`config.mk`:
```
export PLATFORM = sky130hd
export DESIGN_NAME = heartbeat_watchdog_with_grace
export DESIGN_NICKNAME = d
export VERILOG_FILES = /design/src/design/hbw_pkg.sv /design/src/design/hbw_regs.sv /design/src/design/hbw_judge.sv /design/src/design/heartbeat_watchdog_with_grace.sv
export SDC_FILE = /design/constraint.sdc
export NUM_CORES = 1
export LEC_CHECK = 0
export BUFFER_PORTS_ARGS = -buffer_cell sky130_fd_sc_hd__buf_2
export CAP_MARGIN = 25
export CELL_PAD_IN_SITES_DETAIL_PLACEMENT = 2
export CELL_PAD_IN_SITES_GLOBAL_PLACEMENT = 2
export CORE_ASPECT_RATIO = 1.5
export CORE_MARGIN = 3
export CORE_UTILIZATION = 36
export CTS_CLUSTER_DIAMETER = 150
export DETAILED_ROUTE_END_ITERATION = 8
export PLACE_DENSITY = 0.84
export SYNTH_ARGS = -nofsm -noshare
export SYNTH_HDL_FRONTEND = slang
export SYNTH_SLANG_ARGS = --single-unit
```
`constraint.sdc`:
```
create_clock -name aclk -period 6.85 [get_ports aclk]
set_input_delay 1.37 -clock aclk [delete_from_list [all_inputs] [get_ports aclk]]
set_output_delay 1.37 -clock aclk [all_outputs]
set_load 0.005 [all_outputs]
```
`src/design/hbw_pkg.sv`:
```
`timescale 1ns / 1ps
// ----------------------------------------------------------------------------
// hbw_pkg: shared types and constants of the heartbeat watchdog
// Item layouts, configuration and state records, operation and register codes.
// ----------------------------------------------------------------------------
package hbw_pkg;

    localparam int TIME_BITS = 48;
    localparam int REG_BITS  = 32;
    localparam int ADDR_BITS = 3;
    // compare width wide enough for both an age and a limit
    localparam int CMP_BITS  = (TIME_BITS > REG_BITS) ? TIME_BITS : REG_BITS;

    localparam logic [REG_BITS-1:0] STALE_TIMEOUT_RESET = 32'd100000;
    localparam logic [REG_BITS-1:0] GRACE_WINDOW_RESET  = 32'd2000000;

    typedef enum logic {
        OP_FEED  = 1'b0,
        OP_CHECK = 1'b1
    } hbw_op_t;

    typedef enum logic {
        REG_STALE_TIMEOUT = 1'b0,
        REG_GRACE_WINDOW  = 1'b1
    } hbw_reg_idx_t;

    typedef struct packed {
        hbw_op_t              op;
        logic [TIME_BITS-1:0] stamp;
    } hbw_in_t;

    typedef struct packed {
        logic healthy;
        logic halt_now;
        logic halted;
    } hbw_out_t;

    typedef struct packed {
        logic [REG_BITS-1:0] stale_timeout;
        logic [REG_BITS-1:0] grace_window;
    } hbw_cfg_t;

    typedef struct packed {
        logic [TIME_BITS-1:0] last_beat;
        logic                 beat_seen;
        logic [TIME_BITS-1:0] first_check_time;
        logic                 check_seen;
        logic                 tripped;
    } hbw_state_t;

endpackage

```
`src/design/hbw_regs.sv`:
```
`timescale 1ns / 1ps
// ----------------------------------------------------------------------------
// hbw_regs: configuration register file
// Holds stale timeout and grace window, written and read over the APB port.
// ----------------------------------------------------------------------------
module hbw_regs
    import hbw_pkg::*;
(
    input  logic                 aclk,
    input  logic                 aresetn,
    input  logic                 psel,
    input  logic                 penable,
    input  logic                 pwrite,
    input  logic [ADDR_BITS-1:0] paddr,
    input  logic [REG_BITS-1:0]  pwdata,
    output logic [REG_BITS-1:0]  prdata,
    output hbw_cfg_t             cfg
);

    hbw_cfg_t     cfg_reg;
    hbw_reg_idx_t idx;
    logic         wr_en;

    assign idx   = hbw_reg_idx_t'(paddr[ADDR_BITS-1:2]);
    assign wr_en = psel && penable && pwrite;

    always_ff @(posedge aclk) begin
        if (!aresetn) begin
            cfg_reg.stale_timeout <= STALE_TIMEOUT_RESET;
            cfg_reg.grace_window  <= GRACE_WINDOW_RESET;
        end else if (wr_en) begin
            case (idx)
                REG_STALE_TIMEOUT: cfg_reg.stale_timeout <= pwdata;
                REG_GRACE_WINDOW:  cfg_reg.grace_window  <= pwdata;
                default: ;
            endcase
        end
    end

    always_comb begin
        case (idx)
            REG_STALE_TIMEOUT: prdata = cfg_reg.stale_timeout;
            REG_GRACE_WINDOW:  prdata = cfg_reg.grace_window;
            default:           prdata = '0;
        endcase
    end

    assign cfg = cfg_reg;

endmodule

```
`src/design/hbw_judge.sv`:
```
`timescale 1ns / 1ps
// ----------------------------------------------------------------------------
// hbw_judge: per-item evaluation
// Decides feed acceptance and trip for one item against the watchdog state.
// ----------------------------------------------------------------------------
module hbw_judge
    import hbw_pkg::*;
(
    input  hbw_in_t    item,
    input  hbw_state_t state,
    input  hbw_cfg_t   cfg,
    output hbw_out_t   result,
    output hbw_state_t state_next
);

    logic [TIME_BITS-1:0] earlier;
    logic [REG_BITS-1:0]  limit;
    logic [TIME_BITS:0]   diff;
    logic                 trip;

    // reference point: last heartbeat, else start of grace (this check if first)
    always_comb begin
        if (state.beat_seen) begin
            earlier = state.last_beat;
            limit   = cfg.stale_timeout;
        end else begin
            earlier = state.check_seen ? state.first_check_time : item.stamp;
            limit   = cfg.grace_window;
        end
    end

    // borrow out means negative age, which never trips
    assign diff = {1'b0, item.stamp} - {1'b0, earlier};
    assign trip = !diff[TIME_BITS]
               && (CMP_BITS'(diff[TIME_BITS-1:0]) > CMP_BITS'(limit));

    always_comb begin
        state_next = state;
        result     = '0;
        case (item.op)
            OP_FEED: begin
                if (!state.beat_seen || (item.stamp > state.last_beat)) begin
                    state_next.last_beat = item.stamp;
                    state_next.beat_seen = 1'b1;
                end
            end
            OP_CHECK: begin
                if (state.tripped) begin
                    result.halted = 1'b1;
                end else begin
                    if (!state.check_seen) begin
                        state_next.first_check_time = item.stamp;
                        state_next.check_seen       = 1'b1;
                    end
                    state_next.tripped = trip;
                    result.healthy     = !trip;
                    result.halt_now    = trip;
                    result.halted      = trip;
                end
            end
            default: ;
        endcase
    end

endmodule

```
`src/design/heartbeat_watchdog_with_grace.sv`:
```
`timescale 1ns / 1ps
// ----------------------------------------------------------------------------
// heartbeat_watchdog_with_grace: timestamped heartbeat watchdog, top level
// Input register, single-pass evaluation, output register, APB config.
// ----------------------------------------------------------------------------
// Usage:
//   s_ channel carries items: op feed stores a heartbeat time if it is newer
//   than the last one, op check compares the current time against the last
//   heartbeat (or the startup grace window before any heartbeat).
//   m_ channel returns one result per check item and nothing for a feed:
//   healthy, halt_now (pulses only on the tripping check) and halted.
//   The APB port holds stale_timeout at 0x0 and grace_window at 0x4; write
//   them only while no item is in flight.
// Timing:
//   Items are registered in the input register, a check's result in the output
//   register. One item is taken every cycle unless a check waits on a stalled
//   output; the path is one 48-bit subtract and compare.
// Reset:
//   aresetn (synchronous, low) empties both stages, clears the heartbeat,
//   first-check and trip state and reloads the register defaults.
// Stall:
//   While m_ready is low the result holds; a check waiting in the input
//   register then holds too, while a feed still passes through.
// ----------------------------------------------------------------------------
module heartbeat_watchdog_with_grace
    import hbw_pkg::*;
(
    input  logic                 aclk,
    input  logic                 aresetn,
    // item input
    input  logic                 s_valid,
    output logic                 s_ready,
    input  hbw_in_t              s_item,
    // result output
    output logic                 m_valid,
    input  logic                 m_ready,
    output hbw_out_t             m_item,
    // configuration
    input  logic                 psel,
    input  logic                 penable,
    input  logic                 pwrite,
    input  logic [ADDR_BITS-1:0] paddr,
    input  logic [REG_BITS-1:0]  pwdata,
    output logic [REG_BITS-1:0]  prdata,
    output logic                 pready
);

    hbw_cfg_t   cfg;
    hbw_state_t state_reg;
    hbw_state_t state_next;
    hbw_in_t    in_item_reg;
    logic       in_valid_reg;
    logic       in_valid_next;
    hbw_out_t   out_item_reg;
    hbw_out_t   result;
    logic       out_valid_reg;
    logic       out_valid_next;
    logic       advance;
    logic       is_check;

    assign pready = 1'b1;

    hbw_regs u_regs (
        .aclk    (aclk),
        .aresetn (aresetn),
        .psel    (psel),
        .penable (penable),
        .pwrite  (pwrite),
        .paddr   (paddr),
        .pwdata  (pwdata),
        .prdata  (prdata),
        .cfg     (cfg)
    );

    hbw_judge u_judge (
        .item       (in_item_reg),
        .state      (state_reg),
        .cfg        (cfg),
        .result     (result),
        .state_next (state_next)
    );

    // A feed never needs the output slot; a check needs it free or draining.
    assign is_check = (in_item_reg.op == OP_CHECK);
    assign advance  = in_valid_reg && (!is_check || !out_valid_reg || m_ready);
    assign s_ready  = !in_valid_reg || advance;

    always_comb begin
        in_valid_next = in_valid_reg;
        if (s_valid && s_ready) begin
            in_valid_next = 1'b1;
        end else if (advance) begin
            in_valid_next = 1'b0;
        end
    end

    always_comb begin
        out_valid_next = out_valid_reg;
        if (advance && is_check) begin
            out_valid_next = 1'b1;
        end else if (m_ready) begin
            out_valid_next = 1'b0;
        end
    end

    // control state
    always_ff @(posedge aclk) begin
        if (!aresetn) begin
            in_valid_reg  <= 1'b0;
            out_valid_reg <= 1'b0;
            state_reg     <= '0;
        end else begin
            in_valid_reg  <= in_valid_next;
            out_valid_reg <= out_valid_next;
            if (advance) begin
                state_reg <= state_next;
            end
        end
    end

    // payload: capture on accept, hold otherwise
    always_ff @(posedge aclk) begin
        if (s_valid && s_ready) begin
            in_item_reg <= s_item;
        end
        if (advance && is_check) begin
            out_item_reg <= result;
        end
    end

    assign m_valid = out_valid_reg;
    assign m_item  = out_item_reg;

endmodule

```
Yosys cells after proc, flatten, opt, wreduce, memory -nomap -nowiden
Index checks and enable logic that the tools add are counted.
{"block": "classes", "add_sub_neg": 1, "order_cmp": 2, "n_mux": 10, "bitwise": 4, "reduce_logical": 25}
{"op": "48-bit two-way mux", "count": 2}
{"op": "32-bit case mux with 2 select lines", "count": 1}
{"op": "48-bit by 48-bit subtractor with 49-bit output", "count": 1}
{"op": "48-bit by 32-bit > comparator with 1-bit output", "count": 1}
{"op": "48-bit > comparator", "count": 1}
{"op": "32-bit two-way mux", "count": 1}
{"op": "1-bit logical AND", "count": 6}
{"op": "1-bit logical NOT", "count": 6}
{"op": "1-bit two-way mux", "count": 6}
{"op": "2-bit AND reduction", "count": 3}
{"op": "3-bit AND reduction", "count": 2}
{"op": "1-bit logical OR", "count": 4}
{"op": "1-bit NOT", "count": 4}
{"op": "4-bit AND reduction", "count": 1}
{"op": "2-bit nonzero test", "count": 2}
{"op": "2-bit OR reduction", "count": 1}
{"block": "word_totals", "ff_bits": 217, "inputBits": 91, "output_inout_bits": 38, "word_cells": 56}

Depth between registers and ports, before layout
{"block": "logic_depth", "depth_word": 7, "mapped_depth": 28, "depth_no_buf": 25}

Hierarchy
From an unflattened synthesis, not the netlist that was laid out.
{"block": "hier_totals", "hier_cells": 1826, "hier_area_um2": 16214.3}
{"mod": "hbw_judge", "n_inst": 1, "cells_each": 1043, "area_each_um2": 7584.8, "seq_area_each_um2": 0.0}
{"mod": "heartbeat_watchdog_with_grace", "n_inst": 1, "cells_each": 494, "area_each_um2": 5701.7, "seq_area_each_um2": 3583.4}
{"mod": "hbw_regs", "n_inst": 1, "cells_each": 289, "area_each_um2": 2927.8, "seq_area_each_um2": 1281.2}

Least setup slack after synthesis
Ideal clock, no wire load.
{"block": "synth_timing", "path_kind": "register to register", "start": "register state_reg[1] (netlist bit)", "end": "register out_item_reg (netlist bit m_item[0]), data pin", "setup_time_ns": 0.268, "t_arrival_ns": 5.528, "required_time_ns": 6.582, "path_slack_ns": 1.055, "stages_incl_launch_ff": 24, "n_path_buf": 3, "synth_period_minus_slack_ns": 5.795, "cell_sequence": "dfxtp_1 clkbuf_1 clkbuf_1 buf_1 mux2i_1 o21ai_0 ha_1 fa_1 nor2b_1 o211ai_1 a21o_1 o211a_1 o31ai_1 xor2_1 ha_1 nand4_1 nor4_1 nand2_1 o21ai_0 o2111ai_1 a2111oi_2 nand4_1 nor4b_2 o21ai_1"}
{"block": "synth_between", "elab_chain_len": 6, "word_cells_on_any_way": 7, "cone_classes": "add/sub (1); order compare (1); mux (3); reduce/logical (2)"}
{"item": "from (decl)", "line": "heartbeat_watchdog_with_grace.sv:49", "text": "hbw_state_t state_reg;"}
{"item": "from (signal assigned)", "line": "heartbeat_watchdog_with_grace.sv:116", "text": "state_reg <= state_next;"}
{"item": "48-bit two-way mux (*)", "line": "hbw_judge.sv:27", "text": "earlier = state.check_seen ? state.first_check_time : item.stamp;"}
{"item": "48-bit two-way mux (*)", "line": "hbw_judge.sv:23", "text": "if (state.beat_seen) begin"}
{"item": "48-bit by 48-bit subtractor with 49-bit output (*)", "line": "hbw_judge.sv:33", "text": "assign diff = {1'b0, item.stamp} - {1'b0, earlier};"}
{"item": "48-bit by 32-bit > comparator with 1-bit output or 1-bit logical NOT (tied branches)", "line": "hbw_judge.sv:35, hbw_judge.sv:34"}
{"item": "1-bit logical AND (*)", "line": "hbw_judge.sv:35", "text": "&& (CMP_BITS'(diff[TIME_BITS-1:0]) > CMP_BITS'(limit));"}
{"item": "1-bit two-way mux (*)", "line": "hbw_judge.sv:48", "text": "if (state.tripped) begin"}
{"item": "to (signal assigned)", "line": "heartbeat_watchdog_with_grace.sv:127", "text": "out_item_reg <= result;"}
{"item": "to (decl)", "line": "heartbeat_watchdog_with_grace.sv:54", "text": "hbw_out_t out_item_reg;"}
Mark *: on every way between the ends. The rest lies on a longest branch, timed or not.
A chain may end at the register's enable or synchronous reset.

Final worst setup path
{"block": "layout_timing", "start": "register state_reg[1] (netlist bit)", "end": "register out_item_reg (netlist bit m_item[1]), data pin"}
{"block": "layout_between", "elab_chain_len": 5, "word_cells_on_any_way": 6, "cone_classes": "add/sub (1); order compare (1); mux (2); reduce/logical (2)"}
{"item": "48-bit two-way mux (*)", "line": "hbw_judge.sv:27"}
{"item": "48-bit two-way mux (*)", "line": "hbw_judge.sv:23"}
{"item": "48-bit by 48-bit subtractor with 49-bit output (*)", "line": "hbw_judge.sv:33"}
{"item": "48-bit by 32-bit > comparator with 1-bit output or 1-bit logical NOT (tied branches)", "line": "hbw_judge.sv:35, hbw_judge.sv:34"}
{"item": "1-bit logical AND (*)", "line": "hbw_judge.sv:35"}
Marks and branches as above.

==> flow_metrics.tcl <==
set metrics [dict create \
    nNetsFinal 2220 \
    die_w_um 174 \
    synth_top_area_frac 0.217 \
    clk_latency_ns 0.57 \
    cts_setup_buffers 0 \
    pin_count 129 \
    fill_cells 4767 \
    path_buf_inv 3 \
    maxSlewViolCount 0 \
    clkSlewWorstSetupHoldPaths_ns 0.06 \
    largest_reg_flops 99 \
    rsz0062_at_grt "no" \
    async_reset_ff_frac 0 \
    synth_fp_nets 2159 \
    critPathSlowestCell "dfxtp_2" \
    coreArea_um2 41400 \
    syn_area_per_cell_um2 7.87 \
    ys_ff_latch 217 \
    hp-class "register to register" \
    cp.arrival_ns 6.75 \
    mostFrequentLayoutCells "295 x nand2_1, 239 x a21oi_1, 163 x dfxtp_1" \
    finalHoldViolCount 0 \
    total_leakage_power_nw 6.57 \
    fmax_mhz 154 \
    cts_buffer_depth 3 \
    grt-ovfl-total 0 \
    postSynthCellCount 1939 \
    tritoncts "built" \
    n_antenna_cell 0 \
    row_count 91 \
    fin_crit_sh 0.945 \
    drc_errors 0 \
    max-cap-violations 0 \
    critPathMaxStageDelay_ns 0.48 \
    relSlewSlack 0.322 \
    cp-start-kind "register" \
    final_cell_count_no_fill 2578 \
    critical-path-top-delay-family "simple AND/OR/NAND/NOR gates" \
    cts_hold_buf 0 \
    final_common_cell "nand2_1" \
    synth.area.top_cells "dfxtp_1 22%, ha_1 11%, edfxtp_1 10%, a21oi_1 7.8%, nand2_1 7.3%" \
    clock_sinks 217 \
    worstMarginPinSlew_ns 1.02 \
    vias_per_cell 5.98 \
    dieArea_um2 44900 \
    wl_um 62300 \
    synth_cell_types 68 \
    total_power_mw 4.17 \
    cts_inserted_buffers 26 \
    grt_max_degree 97 \
    run_status "finished, final reports clean" \
    finalWeightedCongestion 0.880 \
    dieHeight_um 258 \
    cts-root-buf "clkbuf_16" \
    firstDrtPassIters 4 \
    place_inst 2527 \
    syn_area_um2 15300 \
    p_per_area_nw_per_um2 239 \
    synth_area_leader_cell "dfxtp_1" \
    synth-main-ff-cell "dfxtp_1" \
    grt_pass1_vias 17200 \
    cp_max_fo 24 \
    htree_levels 1 \
    port_buffers 125 \
    final_antenna_net_count 0 \
    drive_above_1_share 0.139 \
    wl_per_cell_um 24.2 \
    drtIter0Drc 741 \
    track_usage 0.267 \
    peakVddDrop_uv 164 \
    fin_tns_setup_ns 0 \
    syn2layout_area_growth_pct 14.3 \
    finalCriticalPeriod_ns 6.48 \
    via_count 15400 \
    critPathCaptureType "register" \
    cp.required_ns 7.12 \
    seq_area_frac_synth 0.319 \
    setup-violations-final 0 \
    antenna_found_initial 1 \
    grt_pass1_wl_um 96800 \
    skew_ns 0.0270 \
    ys_warn_count 0 \
    start_util 0.368 \
    cts_resized 0 \
    synth_edf_count 52 \
    dp.final_hpwl_um 44000 \
    worstSetupPathType "register to register" \
]
## path summary, 6_finish.rpt
kind / start / to / slack (ns) / depth (start not counted)
max reg2reg: state_reg[1] / m_item[1] / 0.37 / 25
min reg2reg: state_reg[43] / state_reg[43] / 0.46 / 2
min: state_reg[43] / state_reg[43] / 0.46 / 2
max: state_reg[1] / m_item[1] / 0.37 / 25
## synthesized netlist by cell type, types with 11 or more instances
cell	count
nand2_1	295
nand3_1	76
nand2b_1	13
nor3_1	15
nor2_1	108
a21oi_1	239
mux2i_1	81
o21ai_1	11
nand4_1	86
clkbuf_1	103
buf_1	24
nor4_1	53
a21o_1	31
a31oi_1	56
mux2_2	34
edfxtp_1	52
ha_1	128
dfxtp_1	165
xnor2_1	25
o211ai_1	61
o21ai_0	38
inv_1	114
## worst register-to-register path, cell delays in order (launching register included)
cell and delay [ns]:
dfxtp_2 0.48, buf_12 0.26, mux2i_1 0.29, nor2_1 0.09, a21oi_1 0.20, ha_1 0.37
a21oi_1 0.24, o221ai_1 0.18, and3b_1 0.20, a41oi_1 0.37, buf_4 0.21, and2_1 0.18
nand2b_1 0.14, nand2_1 0.07, xor2_1 0.34, ha_1 0.21, nand4_1 0.12, nor4_1 0.48
nand2_1 0.15, o21ai_0 0.34, o2111ai_1 0.20, a2111oi_2 0.35, nand4_1 0.15, nor4b_2 0.28
buf_4 0.20, nor4_1 0.08
## report_power, final
| group | internal [mW] | leakage (nW) | switching (mW) |
|---|---|---|---|
| combinational | 0.438 | 4.26 | 0.804 |
| sequential | 1.37 | 1.85 | 0.0761 |
| clock | 0.857 | 0.455 | 0.623 |
| total | 2.67 | 6.57 | 1.50 |
## layout make-up
class	count	area, µm²	share of cell area
Clock buffer	37	805	0.0462
Tap cell	558	698	0.0401
Sequential cell	217	4870	0.279
Clock inverter	11	96.3	0.00553
Timing Repair Buffer	171	1060	0.0606
Multi-Input combinational cell	1469	9470	0.543
Inverter	115	434	0.0249
## per-stage QoR
step | area [µm²] | setup slack [ns] | utilization | hold WS [ns]
global placement | 16400 | 0.582 | 0.397 | 0.441
floorplan | 15300 | 1.05 | - | 0.436
detailed placement | 16500 | 0.438 | 0.397 | 0.453
global route | 17400 | 0.00447 | 0.421 | 0.487
CTS | 17400 | 0.409 | 0.419 | 0.462
finish | 17400 | 0.374 | 0.421 | 0.461
## per-layer routing
metal,vias to the layer above,share of wire,GRT usage
met5,-,0.00011,0
met4,2,0.044,0.110
met3,145,0.036,0.0357
met2,325,0.52,0.505
met1,7788,0.40,0.298
li1,7152,-,-
## kinds of logic (layout without fill, tap and decap cells)
family	Yosys count	count (layout)	synth area share
adders and majority gates	129	129	0.106
DFF	217	217	0.319
xor gates and xnor gates	32	32	0.0184
buffers and inverters	253	334	0.0642
AOI/OAI and AO/OA	506	506	0.203
other	1	1	0.000246
muxes	115	115	0.0783
and+or+nand+nor	686	686	0.210
Note: power is estimated with default switching activity, not from simulation.
